$ cat src/rtl/core/cdpc_pkg.sv
// cdpc_pkg: shared types, constants and codes of the divider parameter calculator
// no dependencies; used by the interfaces, the divider and the top level
`timescale 1ns / 1ps
`default_nettype none
package cdpc_pkg;

  localparam int unsigned FREQ_W  = 32;
  localparam int unsigned XTAL_W  = 27;
  localparam int unsigned VCO_W   = 30;
  localparam int unsigned DEN_W   = 20;
  localparam int unsigned IDX_W   = 8;
  localparam int unsigned P1_W    = 18;
  localparam int unsigned P2_W    = 20;
  localparam int unsigned P3_W    = 20;
  localparam int unsigned RDIV_W  = 3;
  localparam int unsigned IDIV_W  = 8;
  localparam int unsigned STAT_W  = 2;
  localparam int unsigned CFGD_W  = 30;
  localparam int unsigned CFGA_W  = 2;

  // shared divider geometry
  localparam int unsigned DIV_DW  = 50;
  localparam int unsigned DIV_VW  = 33;
  localparam int unsigned DIV_CW  = 6;

  localparam int unsigned EFF_W   = 39;
  localparam int unsigned REM_W   = 28;
  localparam int unsigned PROD_W  = 48;

  localparam logic [XTAL_W-1:0] XTAL_RST = XTAL_W'(25000000);
  localparam logic [VCO_W-1:0]  VMIN_RST = VCO_W'(600000000);
  localparam logic [VCO_W-1:0]  VMAX_RST = VCO_W'(900000000);
  localparam logic [DEN_W-1:0]  CDEN_RST = DEN_W'(1048575);
  localparam logic [VCO_W-1:0]  VCO_RST  = VCO_W'(800000000);

  localparam int unsigned RATIO_MAX = 900;
  localparam int unsigned PPM_SCALE = 1000000;
  localparam logic [P1_W-1:0] P1_MAX_CLAMP = P1_W'(114688);

  typedef enum logic [CFGA_W-1:0] {
    CFG_XTAL = 2'd0,
    CFG_VMIN = 2'd1,
    CFG_VMAX = 2'd2,
    CFG_CDEN = 2'd3
  } cfg_reg_t;

  typedef enum logic [STAT_W-1:0] {
    ST_OK       = 2'd0,
    ST_BAD_IDX  = 2'd1,
    ST_ZERO_F   = 2'd2,
    ST_RSVD     = 2'd3
  } status_t;

  typedef enum logic [0:0] {
    OP_PLL = 1'b0,
    OP_CLK = 1'b1
  } opcode_t;

  typedef enum logic [3:0] {
    S_IDLE,
    S_RSTEP,
    S_DIV_A,
    S_WAIT_A,
    S_CHK,
    S_DIV_B,
    S_WAIT_B,
    S_DIV_F,
    S_WAIT_F,
    S_FIN,
    S_SHIFT,
    S_OUT
  } state_t;

  typedef struct packed {
    logic              start;
    logic [DIV_DW-1:0] dividend;
    logic [DIV_VW-1:0] divisor;
    logic [DIV_CW-1:0] bits;
  } div_req_t;

  typedef struct packed {
    logic              busy;
    logic              done;
    logic [DIV_DW-1:0] quo;
    logic [DIV_VW-1:0] rem;
  } div_resp_t;

endpackage
`default_nettype wire

$ cat src/rtl/core/cdpc_ifs.sv
// cdpc_ifs: valid/ready channel interfaces for requests and results
// depends on cdpc_pkg
`timescale 1ns / 1ps
`default_nettype none
interface cdpc_in_if;
  logic                             valid;
  logic                             ready;
  logic                             opcode;
  logic [cdpc_pkg::IDX_W-1:0]       clock_index;
  logic [cdpc_pkg::FREQ_W-1:0]      freq_hz;

  modport source (output valid, opcode, clock_index, freq_hz, input ready);
  modport sink   (input valid, opcode, clock_index, freq_hz, output ready);
endinterface

interface cdpc_out_if;
  logic                             valid;
  logic                             ready;
  logic [cdpc_pkg::STAT_W-1:0]      status;
  logic [cdpc_pkg::P1_W-1:0]        param_p1;
  logic [cdpc_pkg::P2_W-1:0]        param_p2;
  logic [cdpc_pkg::P3_W-1:0]        param_p3;
  logic [cdpc_pkg::RDIV_W-1:0]      r_divider;
  logic                             integer_mode;
  logic [cdpc_pkg::IDIV_W-1:0]      integer_divider;
  logic [cdpc_pkg::VCO_W-1:0]       vco_hz_used;

  modport source (output valid, status, param_p1, param_p2, param_p3, r_divider,
                  integer_mode, integer_divider, vco_hz_used, input ready);
  modport sink   (input valid, status, param_p1, param_p2, param_p3, r_divider,
                  integer_mode, integer_divider, vco_hz_used, output ready);
endinterface
`default_nettype wire

$ cat src/rtl/core/cdpc_div.sv
// cdpc_div: shared restoring divider, one quotient bit per cycle
// depends on cdpc_pkg
`timescale 1ns / 1ps
`default_nettype none
module cdpc_div (
  input  wire logic               clk,
  input  wire logic               rst_n,
  input  wire cdpc_pkg::div_req_t req,
  output cdpc_pkg::div_resp_t     resp
);

  logic                          busy_r, busy_nxt;
  logic                          done_r, done_nxt;
  logic [cdpc_pkg::DIV_CW-1:0]   cnt_r, cnt_nxt;
  logic [cdpc_pkg::DIV_DW-1:0]   quo_r, quo_nxt;
  logic [cdpc_pkg::DIV_VW-1:0]   rem_r, rem_nxt;
  logic [cdpc_pkg::DIV_VW-1:0]   dvs_r, dvs_nxt;
  logic [cdpc_pkg::DIV_VW+1:0]   trial;
  logic                          ge;

  always_comb begin
    trial = {1'b0, rem_r, quo_r[cdpc_pkg::DIV_DW-1]} - {2'b00, dvs_r};
    ge    = ~trial[cdpc_pkg::DIV_VW+1];
  end

  always_comb begin
    busy_nxt = busy_r;
    done_nxt = 1'b0;
    cnt_nxt  = cnt_r;
    quo_nxt  = quo_r;
    rem_nxt  = rem_r;
    dvs_nxt  = dvs_r;
    if (req.start) begin
      busy_nxt = 1'b1;
      cnt_nxt  = req.bits;
      rem_nxt  = '0;
      dvs_nxt  = req.divisor;
      quo_nxt  = req.dividend << (cdpc_pkg::DIV_CW'(cdpc_pkg::DIV_DW) - req.bits);
    end else if (busy_r) begin
      quo_nxt = {quo_r[cdpc_pkg::DIV_DW-2:0], ge};
      rem_nxt = ge ? trial[cdpc_pkg::DIV_VW-1:0]
                   : {rem_r[cdpc_pkg::DIV_VW-2:0], quo_r[cdpc_pkg::DIV_DW-1]};
      cnt_nxt = cnt_r - 1'b1;
      if (cnt_r == cdpc_pkg::DIV_CW'(1)) begin
        busy_nxt = 1'b0;
        done_nxt = 1'b1;
      end
    end
  end

  always_ff @(posedge clk) begin
    if (!rst_n) begin
      busy_r <= 1'b0;
      done_r <= 1'b0;
      cnt_r  <= '0;
    end else begin
      busy_r <= busy_nxt;
      done_r <= done_nxt;
      cnt_r  <= cnt_nxt;
    end
    quo_r <= quo_nxt;
    rem_r <= rem_nxt;
    dvs_r <= dvs_nxt;
  end

  assign resp.busy = busy_r;
  assign resp.done = done_r;
  assign resp.quo  = quo_r;
  assign resp.rem  = rem_r;

endmodule
`default_nettype wire

$ cat src/rtl/core/clock_divider_param_calc_unit.sv
// clock_divider_param_calc_unit: divider setting calculator, sequencer around one divider
// depends on cdpc_pkg, cdpc_ifs and cdpc_div
//
//  channel | dir | handshake     | payload
//  in_ch   | in  | valid/ready   | opcode, clock_index, freq_hz
//  out_ch  | out | valid/ready   | status, param_p1..p3, r_divider, integer_mode,
//          |     |               | integer_divider, vco_hz_used
//  cfg_*   | in  | write enable  | cfg_index, cfg_wdata (no read-back)
//
// one transaction at a time; ready only while the sequencer is idle
// pll item: up to three divisions on the shared divider (32, 50 and 28 bit-steps)
// output clocks 0-5: r-steps first, then the same divisions unless pinned at 4 or 900; integer results
// skip two divisions
// clocks 6-7: one 32-step division plus up to 7 shifts; errors go straight to the output
// synchronous active-low reset; vco state back to 800 MHz, config registers to defaults
// a held result stalls only the final load into the output register
`timescale 1ns / 1ps
`default_nettype none
module clock_divider_param_calc_unit (
  input  wire logic                         clk,
  input  wire logic                         rst_n,
  cdpc_in_if.sink                           in_ch,
  cdpc_out_if.source                        out_ch,
  input  wire logic                         cfg_we,
  input  wire logic [cdpc_pkg::CFGA_W-1:0]  cfg_index,
  input  wire logic [cdpc_pkg::CFGD_W-1:0]  cfg_wdata
);

  // configuration and vco state
  logic [cdpc_pkg::XTAL_W-1:0] xtal_r;
  logic [cdpc_pkg::VCO_W-1:0]  vmin_r, vmax_r, vco_r;
  logic [cdpc_pkg::DEN_W-1:0]  cden_r;

  cdpc_pkg::state_t state_r, state_nxt;

  // working registers
  logic                         clki_r;          // clocks 6/7 path
  logic                         max255_r;        // clock 7 ceiling
  logic [cdpc_pkg::EFF_W-1:0]   eff_r;
  logic [cdpc_pkg::RDIV_W-1:0]  r_r;
  logic [cdpc_pkg::FREQ_W-1:0]  num_r, den_r, a_r, d_r;
  logic [cdpc_pkg::REM_W-1:0]   rem_r;
  logic [cdpc_pkg::PROD_W-1:0]  prod_r;
  logic [cdpc_pkg::DEN_W-1:0]   b_r, c_r;
  logic [7:0]                   f_r;

  // pending result
  logic [cdpc_pkg::STAT_W-1:0]  res_stat_r;
  logic [cdpc_pkg::P1_W-1:0]    res_p1_r;
  logic [cdpc_pkg::P2_W-1:0]    res_p2_r;
  logic [cdpc_pkg::P3_W-1:0]    res_p3_r;
  logic                         res_intm_r;
  logic [cdpc_pkg::IDIV_W-1:0]  res_idiv_r;

  // output register
  logic                         out_valid_r;
  logic [cdpc_pkg::STAT_W-1:0]  out_stat_r;
  logic [cdpc_pkg::P1_W-1:0]    out_p1_r;
  logic [cdpc_pkg::P2_W-1:0]    out_p2_r;
  logic [cdpc_pkg::P3_W-1:0]    out_p3_r;
  logic [cdpc_pkg::RDIV_W-1:0]  out_r_r;
  logic                         out_intm_r;
  logic [cdpc_pkg::IDIV_W-1:0]  out_idiv_r;
  logic [cdpc_pkg::VCO_W-1:0]   out_vco_r;

  cdpc_pkg::div_req_t  div_req;
  cdpc_pkg::div_resp_t div_resp;

  logic                         in_acc, out_load;
  logic [cdpc_pkg::FREQ_W-1:0]  fclamp;
  logic [cdpc_pkg::XTAL_W-1:0]  xt_eff;
  logic [cdpc_pkg::DEN_W-1:0]   c_eff;
  logic [cdpc_pkg::EFF_W+9:0]   eff900;
  logic [cdpc_pkg::EFF_W+1:0]   eff4;
  logic                         r_more, below4, above900;
  logic [cdpc_pkg::PROD_W-1:0]  ppm_prod;
  logic                         is_int;
  logic [7:0]                   maxd;
  logic                         d_more;
  logic [27:0]                  cf;
  logic [cdpc_pkg::P1_W-1:0]    p1_fin;
  logic [cdpc_pkg::P2_W-1:0]    p2_fin;

  cdpc_div u_div (
    .clk   (clk),
    .rst_n (rst_n),
    .req   (div_req),
    .resp  (div_resp)
  );

  assign in_acc   = in_ch.valid && in_ch.ready;
  assign out_load = (state_r == cdpc_pkg::S_OUT) && (!out_valid_r || out_ch.ready);

  // vco clamp: lower bound first, then upper bound wins
  always_comb begin
    fclamp = in_ch.freq_hz;
    if (fclamp < cdpc_pkg::FREQ_W'(vmin_r)) fclamp = cdpc_pkg::FREQ_W'(vmin_r);
    if (fclamp > cdpc_pkg::FREQ_W'(vmax_r)) fclamp = cdpc_pkg::FREQ_W'(vmax_r);
  end

  assign xt_eff = (xtal_r == '0) ? cdpc_pkg::XTAL_W'(1) : xtal_r;
  assign c_eff  = (cden_r == '0) ? cdpc_pkg::DEN_W'(1) : cden_r;

  // r selection compares against 900 and 4 times the scaled output frequency
  assign eff900   = eff_r * 10'(cdpc_pkg::RATIO_MAX);
  assign eff4     = {eff_r, 2'b00};
  assign above900 = (cdpc_pkg::EFF_W+10)'(vco_r) > eff900;
  assign below4   = (cdpc_pkg::EFF_W+2)'(vco_r) < eff4;
  assign r_more   = above900 && (r_r != 3'd7);

  // fraction below one millionth counts as integer
  assign ppm_prod = rem_r * 20'(cdpc_pkg::PPM_SCALE);
  assign is_int   = ppm_prod < cdpc_pkg::PROD_W'(den_r);

  // clocks 6/7 ceiling and shift loop
  assign maxd   = max255_r ? 8'd255 : 8'd127;
  assign d_more = (d_r > cdpc_pkg::FREQ_W'(maxd)) && (r_r != 3'd7);

  // final p1/p2 assembly
  assign cf     = c_r * f_r;
  assign p1_fin = {a_r[10:0], 7'b0} + cdpc_pkg::P1_W'(f_r) - cdpc_pkg::P1_W'(512);
  assign p2_fin = cdpc_pkg::P2_W'(28'({b_r, 7'b0}) - cf);

  // next state
  always_comb begin
    state_nxt = state_r;
    case (state_r)
      cdpc_pkg::S_IDLE: begin
        if (in_acc) begin
          if (in_ch.opcode == cdpc_pkg::OP_PLL) state_nxt = cdpc_pkg::S_DIV_A;
          else if (in_ch.clock_index > 8'd7) state_nxt = cdpc_pkg::S_OUT;
          else if (in_ch.freq_hz == '0) state_nxt = cdpc_pkg::S_OUT;
          else if (in_ch.clock_index >= 8'd6) state_nxt = cdpc_pkg::S_DIV_A;
          else state_nxt = cdpc_pkg::S_RSTEP;
        end
      end
      cdpc_pkg::S_RSTEP: begin
        if (!r_more) begin
          if (below4 || above900) state_nxt = cdpc_pkg::S_OUT;
          else state_nxt = cdpc_pkg::S_DIV_A;
        end
      end
      cdpc_pkg::S_DIV_A: state_nxt = cdpc_pkg::S_WAIT_A;
      cdpc_pkg::S_WAIT_A: begin
        if (div_resp.done) state_nxt = clki_r ? cdpc_pkg::S_SHIFT : cdpc_pkg::S_CHK;
      end
      cdpc_pkg::S_CHK: state_nxt = is_int ? cdpc_pkg::S_FIN : cdpc_pkg::S_DIV_B;
      cdpc_pkg::S_DIV_B: state_nxt = cdpc_pkg::S_WAIT_B;
      cdpc_pkg::S_WAIT_B: begin
        if (div_resp.done) state_nxt = cdpc_pkg::S_DIV_F;
      end
      cdpc_pkg::S_DIV_F: state_nxt = cdpc_pkg::S_WAIT_F;
      cdpc_pkg::S_WAIT_F: begin
        if (div_resp.done) state_nxt = cdpc_pkg::S_FIN;
      end
      cdpc_pkg::S_FIN: state_nxt = cdpc_pkg::S_OUT;
      cdpc_pkg::S_SHIFT: begin
        if (!d_more) state_nxt = cdpc_pkg::S_OUT;
      end
      cdpc_pkg::S_OUT: begin
        if (out_load) state_nxt = cdpc_pkg::S_IDLE;
      end
      default: state_nxt = cdpc_pkg::S_IDLE;
    endcase
  end

  // divider requests
  always_comb begin
    div_req = '0;
    case (state_r)
      cdpc_pkg::S_DIV_A: begin
        div_req.start    = 1'b1;
        div_req.dividend = cdpc_pkg::DIV_DW'(num_r);
        div_req.divisor  = cdpc_pkg::DIV_VW'(den_r);
        div_req.bits     = cdpc_pkg::DIV_CW'(32);
      end
      cdpc_pkg::S_DIV_B: begin
        // b = floor((2*rem*c + den) / (2*den)), half rounds up
        div_req.start    = 1'b1;
        div_req.dividend = {1'b0, prod_r, 1'b0} + cdpc_pkg::DIV_DW'(den_r);
        div_req.divisor  = {den_r, 1'b0};
        div_req.bits     = cdpc_pkg::DIV_CW'(50);
      end
      cdpc_pkg::S_DIV_F: begin
        div_req.start    = 1'b1;
        div_req.dividend = cdpc_pkg::DIV_DW'({b_r, 7'b0});
        div_req.divisor  = cdpc_pkg::DIV_VW'(c_r);
        div_req.bits     = cdpc_pkg::DIV_CW'(28);
      end
      default: div_req = '0;
    endcase
  end

  // sequencer state and config registers
  always_ff @(posedge clk) begin
    if (!rst_n) begin
      state_r     <= cdpc_pkg::S_IDLE;
      xtal_r      <= cdpc_pkg::XTAL_RST;
      vmin_r      <= cdpc_pkg::VMIN_RST;
      vmax_r      <= cdpc_pkg::VMAX_RST;
      cden_r      <= cdpc_pkg::CDEN_RST;
      vco_r       <= cdpc_pkg::VCO_RST;
      out_valid_r <= 1'b0;
    end else begin
      state_r <= state_nxt;
      if (cfg_we) begin
        case (cfg_index)
          cdpc_pkg::CFG_XTAL: xtal_r <= cfg_wdata[cdpc_pkg::XTAL_W-1:0];
          cdpc_pkg::CFG_VMIN: vmin_r <= cfg_wdata;
          cdpc_pkg::CFG_VMAX: vmax_r <= cfg_wdata;
          cdpc_pkg::CFG_CDEN: cden_r <= cfg_wdata[cdpc_pkg::DEN_W-1:0];
          default: ;
        endcase
      end
      if (in_acc && in_ch.opcode == cdpc_pkg::OP_PLL) begin
        vco_r <= fclamp[cdpc_pkg::VCO_W-1:0];
      end
      if (out_load) out_valid_r <= 1'b1;
      else if (out_ch.ready) out_valid_r <= 1'b0;
    end
  end

  // datapath
  always_ff @(posedge clk) begin
    case (state_r)
      cdpc_pkg::S_IDLE: begin
        if (in_acc) begin
          clki_r     <= 1'b0;
          max255_r   <= in_ch.clock_index[0];
          r_r        <= '0;
          c_r        <= c_eff;
          eff_r      <= cdpc_pkg::EFF_W'(in_ch.freq_hz);
          res_stat_r <= cdpc_pkg::ST_OK;
          res_p1_r   <= '0;
          res_p2_r   <= '0;
          res_p3_r   <= '0;
          res_intm_r <= 1'b0;
          res_idiv_r <= '0;
          if (in_ch.opcode == cdpc_pkg::OP_PLL) begin
            num_r <= fclamp;
            den_r <= cdpc_pkg::FREQ_W'(xt_eff);
          end else if (in_ch.clock_index > 8'd7) begin
            res_stat_r <= cdpc_pkg::ST_BAD_IDX;
          end else if (in_ch.freq_hz == '0) begin
            res_stat_r <= cdpc_pkg::ST_ZERO_F;
          end else begin
            clki_r <= (in_ch.clock_index >= 8'd6);
            num_r  <= cdpc_pkg::FREQ_W'(vco_r);
            den_r  <= in_ch.freq_hz;
          end
        end
      end
      cdpc_pkg::S_RSTEP: begin
        if (r_more) begin
          r_r   <= r_r + 1'b1;
          eff_r <= {eff_r[cdpc_pkg::EFF_W-2:0], 1'b0};
        end else if (below4) begin
          // divider pinned at 4: p1 = 0, integer
          res_p3_r   <= cdpc_pkg::P3_W'(1);
          res_intm_r <= 1'b1;
        end else if (above900) begin
          // divider pinned at 900, integer
          res_p1_r   <= cdpc_pkg::P1_MAX_CLAMP;
          res_p3_r   <= cdpc_pkg::P3_W'(1);
          res_intm_r <= 1'b1;
        end else begin
          // eff at most vco/4 here, so it fits the divisor
          den_r <= eff_r[cdpc_pkg::FREQ_W-1:0];
        end
      end
      cdpc_pkg::S_WAIT_A: begin
        if (div_resp.done) begin
          a_r   <= div_resp.quo[cdpc_pkg::FREQ_W-1:0];
          d_r   <= div_resp.quo[cdpc_pkg::FREQ_W-1:0];
          rem_r <= div_resp.rem[cdpc_pkg::REM_W-1:0];
        end
      end
      cdpc_pkg::S_CHK: begin
        prod_r <= rem_r * c_r;
        if (is_int) begin
          b_r <= '0;
          c_r <= cdpc_pkg::DEN_W'(1);
          f_r <= '0;
        end
      end
      cdpc_pkg::S_WAIT_B: begin
        if (div_resp.done) b_r <= div_resp.quo[cdpc_pkg::DEN_W-1:0];
      end
      cdpc_pkg::S_WAIT_F: begin
        if (div_resp.done) f_r <= div_resp.quo[7:0];
      end
      cdpc_pkg::S_FIN: begin
        res_p1_r   <= p1_fin;
        res_p2_r   <= p2_fin;
        res_p3_r   <= c_r;
        res_intm_r <= (p2_fin == '0) && (c_r == cdpc_pkg::DEN_W'(1));
      end
      cdpc_pkg::S_SHIFT: begin
        if (d_more) begin
          d_r <= d_r >> 1;
          r_r <= r_r + 1'b1;
        end else begin
          // saturate at the ceiling, raise to one when vco is below the request
          if (d_r > cdpc_pkg::FREQ_W'(maxd)) res_idiv_r <= maxd;
          else if (d_r == '0) res_idiv_r <= 8'd1;
          else res_idiv_r <= d_r[7:0];
          res_p3_r   <= cdpc_pkg::P3_W'(1);
          res_intm_r <= 1'b1;
        end
      end
      default: ;
    endcase
    if (out_load) begin
      out_stat_r <= res_stat_r;
      out_p1_r   <= res_p1_r;
      out_p2_r   <= res_p2_r;
      out_p3_r   <= res_p3_r;
      out_r_r    <= r_r;
      out_intm_r <= res_intm_r;
      out_idiv_r <= res_idiv_r;
      out_vco_r  <= vco_r;
    end
  end

  assign in_ch.ready            = (state_r == cdpc_pkg::S_IDLE);
  assign out_ch.valid           = out_valid_r;
  assign out_ch.status          = out_stat_r;
  assign out_ch.param_p1        = out_p1_r;
  assign out_ch.param_p2        = out_p2_r;
  assign out_ch.param_p3        = out_p3_r;
  assign out_ch.r_divider       = out_r_r;
  assign out_ch.integer_mode    = out_intm_r;
  assign out_ch.integer_divider = out_idiv_r;
  assign out_ch.vco_hz_used     = out_vco_r;

  // the divider is never mid-run while a new transaction can be taken
  a_idle_div: assert property (@(posedge clk) disable iff (!rst_n)
    in_ch.ready |-> !div_resp.busy)
    else $error("divider busy while idle");

  // an accepted transaction drops ready on the next cycle
  a_one_item: assert property (@(posedge clk) disable iff (!rst_n)
    in_acc |=> !in_ch.ready)
    else $error("ready held after accept");

  // error results carry no divider settings
  a_err_zero: assert property (@(posedge clk) disable iff (!rst_n)
    (out_ch.valid && out_ch.status != cdpc_pkg::ST_OK) |->
      (out_ch.param_p1 == '0 && out_ch.param_p2 == '0 && out_ch.param_p3 == '0))
    else $error("error result with settings");

  // a clocks 6/7 divider always comes with integer mode
  a_idiv_int: assert property (@(posedge clk) disable iff (!rst_n)
    (out_ch.valid && out_ch.integer_divider != '0) |->
      (out_ch.integer_mode && out_ch.param_p3 == cdpc_pkg::P3_W'(1)))
    else $error("integer divider without integer mode");

endmodule
`default_nettype wire
$ cat src/flat_wrapper.sv
// flat-port wrapper written by rule: the top's interface ports become plain ports
module clock_divider_param_calc_unit_flat 
  (clk, rst_n, cfg_we, cfg_index, cfg_wdata, in_ch_valid, in_ch_opcode, in_ch_clock_index, in_ch_freq_hz, in_ch_ready, out_ch_valid, out_ch_status, out_ch_param_p1, out_ch_param_p2, out_ch_param_p3, out_ch_r_divider, out_ch_integer_mode, out_ch_integer_divider, out_ch_vco_hz_used, out_ch_ready);
  cdpc_in_if in_ch_i ();
  cdpc_out_if out_ch_i ();
  input  wire logic clk;
  input  wire logic rst_n;
  input  wire logic cfg_we;
  input  wire logic [cdpc_pkg::CFGA_W-1:0] cfg_index;
  input  wire logic [cdpc_pkg::CFGD_W-1:0] cfg_wdata;
  input wire logic [$bits(in_ch_i.valid)-1:0] in_ch_valid;
  input wire logic [$bits(in_ch_i.opcode)-1:0] in_ch_opcode;
  input wire logic [$bits(in_ch_i.clock_index)-1:0] in_ch_clock_index;
  input wire logic [$bits(in_ch_i.freq_hz)-1:0] in_ch_freq_hz;
  output wire logic [$bits(in_ch_i.ready)-1:0] in_ch_ready;
  output wire logic [$bits(out_ch_i.valid)-1:0] out_ch_valid;
  output wire logic [$bits(out_ch_i.status)-1:0] out_ch_status;
  output wire logic [$bits(out_ch_i.param_p1)-1:0] out_ch_param_p1;
  output wire logic [$bits(out_ch_i.param_p2)-1:0] out_ch_param_p2;
  output wire logic [$bits(out_ch_i.param_p3)-1:0] out_ch_param_p3;
  output wire logic [$bits(out_ch_i.r_divider)-1:0] out_ch_r_divider;
  output wire logic [$bits(out_ch_i.integer_mode)-1:0] out_ch_integer_mode;
  output wire logic [$bits(out_ch_i.integer_divider)-1:0] out_ch_integer_divider;
  output wire logic [$bits(out_ch_i.vco_hz_used)-1:0] out_ch_vco_hz_used;
  input wire logic [$bits(out_ch_i.ready)-1:0] out_ch_ready;
  assign in_ch_i.valid = in_ch_valid;
  assign in_ch_i.opcode = in_ch_opcode;
  assign in_ch_i.clock_index = in_ch_clock_index;
  assign in_ch_i.freq_hz = in_ch_freq_hz;
  assign in_ch_ready = in_ch_i.ready;
  assign out_ch_valid = out_ch_i.valid;
  assign out_ch_status = out_ch_i.status;
  assign out_ch_param_p1 = out_ch_i.param_p1;
  assign out_ch_param_p2 = out_ch_i.param_p2;
  assign out_ch_param_p3 = out_ch_i.param_p3;
  assign out_ch_r_divider = out_ch_i.r_divider;
  assign out_ch_integer_mode = out_ch_i.integer_mode;
  assign out_ch_integer_divider = out_ch_i.integer_divider;
  assign out_ch_vco_hz_used = out_ch_i.vco_hz_used;
  assign out_ch_i.ready = out_ch_ready;
  clock_divider_param_calc_unit u_core (.clk(clk), .rst_n(rst_n), .in_ch(in_ch_i), .out_ch(out_ch_i), .cfg_we(cfg_we), .cfg_index(cfg_index), .cfg_wdata(cfg_wdata));
endmodule
$ cat config.mk
export PLATFORM = sky130hd
export DESIGN_NAME = clock_divider_param_calc_unit_flat
export DESIGN_NICKNAME = d
export VERILOG_FILES = /design/src/rtl/core/cdpc_pkg.sv /design/src/rtl/core/cdpc_ifs.sv /design/src/rtl/core/cdpc_div.sv /design/src/rtl/core/clock_divider_param_calc_unit.sv /design/src/flat_wrapper.sv
export SDC_FILE = /design/constraint.sdc
export NUM_CORES = 2
export LEC_CHECK = 0
export ABC_CLOCK_PERIOD_IN_PS = 14600
export BUFFER_PORTS_ARGS = -buffer_cell sky130_fd_sc_hd__buf_4
export CAP_MARGIN = 20
export CORE_ASPECT_RATIO = 1.75
export CORE_MARGIN = 8
export CORE_UTILIZATION = 30
export CTS_BUF_LIST = sky130_fd_sc_hd__clkbuf_16
export DETAILED_ROUTE_END_ITERATION = 7
export PLACE_DENSITY_LB_ADDON = 0.05
export SYNTH_ARGS = -nofsm -noshare
export SYNTH_HDL_FRONTEND = slang
export SYNTH_SLANG_ARGS = --single-unit
export TNS_END_PERCENT = 1
$ cat constraint.sdc
create_clock -name clk -period 14.6 [get_ports clk]
set_input_delay 0.73 -clock clk [delete_from_list [all_inputs] [get_ports clk]]
set_output_delay 0.73 -clock clk [all_outputs]
set_load 0.01 [all_outputs]
==> summary.txt <==
Die
  • DIE AREA: 244000 um^2
  • Core area: about 230000 um^2
  • Row cnt: approximately 230
  • Die height: roughly 650 um
  • # IOs: 182
  • Initial Util: 30.1%
  • Die Width: 377 um

Final layout
  • Layout Nets: 8694
  • Most frequent cells in the layout: nand2_1, inv_1, fa_1
  • Area growth syn-to-layout: 10.8%
  • Share of layout cells above drive strength 1: between 7 and 8%
  • Fin cells: 10300
  • Most common cell after layout, fill and taps aside: nand2_1

Logic synthesis
  • Simple-gate portion of the synthesized area: 14.7%
  • EDFF count, synth: 529
  • Yosys top cell by area: edfxtp_1
  • Netlist Area Pre-Place: between 60000 and 70000 um^2
  • Syn Area/Cell: 9.60 um^2
  • Yosys Warn Count: 0
  • Multiplexer share of the synthesized area: roughly 1.8%
  • Adder-cell share of the synthesized area: 34.2%
  • Top-area cell type share of the netlist area: 23.2%
  • Xor and xnor area share after synthesis: about 2.5%
  • Post-synthesis cell type count: 91
  • Post-synthesis cell count: 7132
  • Compound-Gate Fraction of Synth Area: 10.8%
  • Top post-synthesis cells by area: edfxtp_1, fa_1, ha_1
  • #FFs+latches synth: 712
  • Asr flop ratio synth: 0%
  • Top_reg_cell synth: edfxtp_1
  • Main combinational cell family by area after synthesis: adder cells
  • Post-synthesis sequential area ratio: between 20% and 30%

Clock network
  • # Post-CTS Setup Buffers: 0
  • H-Tree Depth: 3
  • CTS tree: yes
  • Post-CTS Resized: 0
  • Clock Path Buffers: 3
  • Clock Sink Count: 712
  • Worst skew pair latency: 700 ps
  • CTS root buf: clkbuf_16
  • Cts bufs inserted: 74
  • Hold_buf cts: 0
  • Clk slew on worst S/H paths: 70 ps

Timing
  • Fmax: 102 MHz
  • Hold WS: 273 ps
  • Slew headroom: 21.2%
  • RSZ-0062 raised after global routing: no
  • Setup TNS: 0 ps
  • Worst slew pin tran: 1170 ps
  • Period utilization: 67.0%
  • Min Tclk post-route: 9780 ps
  • Final hold violations: 0
  • Final slew viol count: 0
  • Worst Skew: approximately 49 ps
  • Endpoints failing setup: 0

Global route
  • First-pass GRT wire length: around 380000 um
  • GRT Total Usage: 21.3%
  • Number of global-route vias before repair: 56500
  • GRT overflow: 0
  • Pin count of the biggest net entering global routing: 75
  • Antenna violations before repair: 9

Drt
  • 1st-pass router iterations: 6
  • Total Wirelength: 262000 um
  • Number of DRC markers in iteration 0: about 2600
  • Vias per cell: 5.01
  • DR DRC count: 0
  • WL/cell: 25.5 um
  • Antenna Nets Post-Route: 0
  • DR vias: ~52000

Worst setup path
  • Crit-path most repeated cell: fa_1
  • Critical path type: flop to flop
  • CP Data Arrival Time: 10070 ps
  • CP endpoint kind: flop
  • Slowest cell delay on critical path: ~750 ps
  • Critical path fanouts, max: 25
  • Critical path's slowest cell: nand2_1
  • Req. time, crit path: 14890 ps
  • Worst setup SP type: flop

Placed design
  • Final RePlAce weighted congestion: between 0.8 and 0.9
  • Post-Place Cells: 10200
  • Port Buffers: 181
  • Dpl hpwl: 208000 um

Run status
  • Outcome: finished clean

Flow run
  • MaxCap Viol Count: 0

Min path
  • HP Class: input port to flop
## flip-flops by register name (all words and copies together), names as in the netlist, 27 cells and up
| register | cells |
|---|---|
| u_core.den_r | 32 |
| u_core.prod_r | 48 |
| u_core.rem_r | 28 |
| u_core.vmin_r | 30 |
| u_core.u_div.dvs_r | 33 |
| u_core.xtal_r | 27 |
| u_core.vco_r | 30 |
| u_core.out_ch.vco_hz_used | 30 |
| u_core.d_r | 32 |
| u_core.vmax_r | 30 |
| u_core.num_r | 32 |
| u_core.eff_r | 39 |
| u_core.u_div.rem_r | 33 |
| u_core.u_div.quo_r | 50 |
## path summary, 6_finish.rpt
| path | startpoint | to | slack (ps) | cells past startpoint |
|---|---|---|---|---|
| worst min-delay path | in_ch_clock_index[0] | u_core.max255_r | 270 | 1 |
| worst max-delay path | u_core.rem_r[3] | u_core.c_r[8] | 4820 | 32 |
| worst max register to register | u_core.rem_r[3] | u_core.c_r[8] | 4820 | 32 |
| worst min register to register | u_core.res_p1_r[5] | u_core.out_ch.param_p1[5] | 420 | 0 |
## area by class of cell
| class | instances | area [um^2] |
|---|---|---|
| repair buffers | 301 | 2260 |
| clock buffers | 75 | 1880 |
| multi-input cells | 5048 | 44000 |
| clock inverters | 57 | 444 |
| fillers | 23700 | 152000 |
| diodes | 1 | 2.50 |
| inverters | 1057 | 3970 |
| flip-flops and latches | 712 | 19600 |
| well taps | 3042 | 3810 |
## logic make-up after synthesis
kind of cell / Yosys count
mux: 118
xor+xnor: 191
other cells: 1
flops: 712
compound gates: 1151
buf+inv: 1373
fa+ha+maj: 1422
simple gates: 2164
## worst max-delay path: cells and delay by family (launching register included)
| family | cells | cell delay (ps) |
|---|---|---|
| AND/OR/NAND/NOR | 11 | 3710 |
| XOR/XNOR | 1 | 140 |
| buffers and inverters | 5 | 680 |
| flip-flops | 1 | 330 |
| adder cells (fa/ha/maj) | 8 | 3530 |
| AO/OA/AOI/OAI | 7 | 950 |
## cell usage after synthesis (80+ instances only)
| library cell | n |
|---|---|
| nand2_1 | 1071 |
| inv_1 | 1056 |
| fa_1 | 747 |
| ha_1 | 675 |
| edfxtp_1 | 529 |
| and2_1 | 332 |
| a21oi_1 | 315 |
| clkbuf_1 | 304 |
| o21ai_0 | 294 |
| nor2_1 | 261 |
| dfxtp_1 | 183 |
| xnor2_1 | 124 |
| a21o_1 | 113 |
| nand3_1 | 111 |
| mux2i_1 | 83 |
| nor3_1 | 80 |
## per-layer routing
layer  global-route usage (%)  vias to the layer above  part of all wire [%]
met4                     10.4                        0                   5.9
met3                     1.43                      372                   2.2
met1                     21.6                    26400                    35
li1                         -                    23800                     -
met5                        0                        -                     0
met2                     43.0                      981                    57
## metrics by stage
step                      area (um^2)  setup WS (ps)  utilization, %
after global routing            75900           4220            33.3
after detailed placement        73500           4820            32.3
after global placement          73500           3810            32.3
after floorplan                 68500           5660               -
after CTS                       75900           4780            33.3
final                           75900           4820            33.3
Power is not shown: default switching activity piles up to over one toggle a cycle in this logic, so the estimate is an artifact.
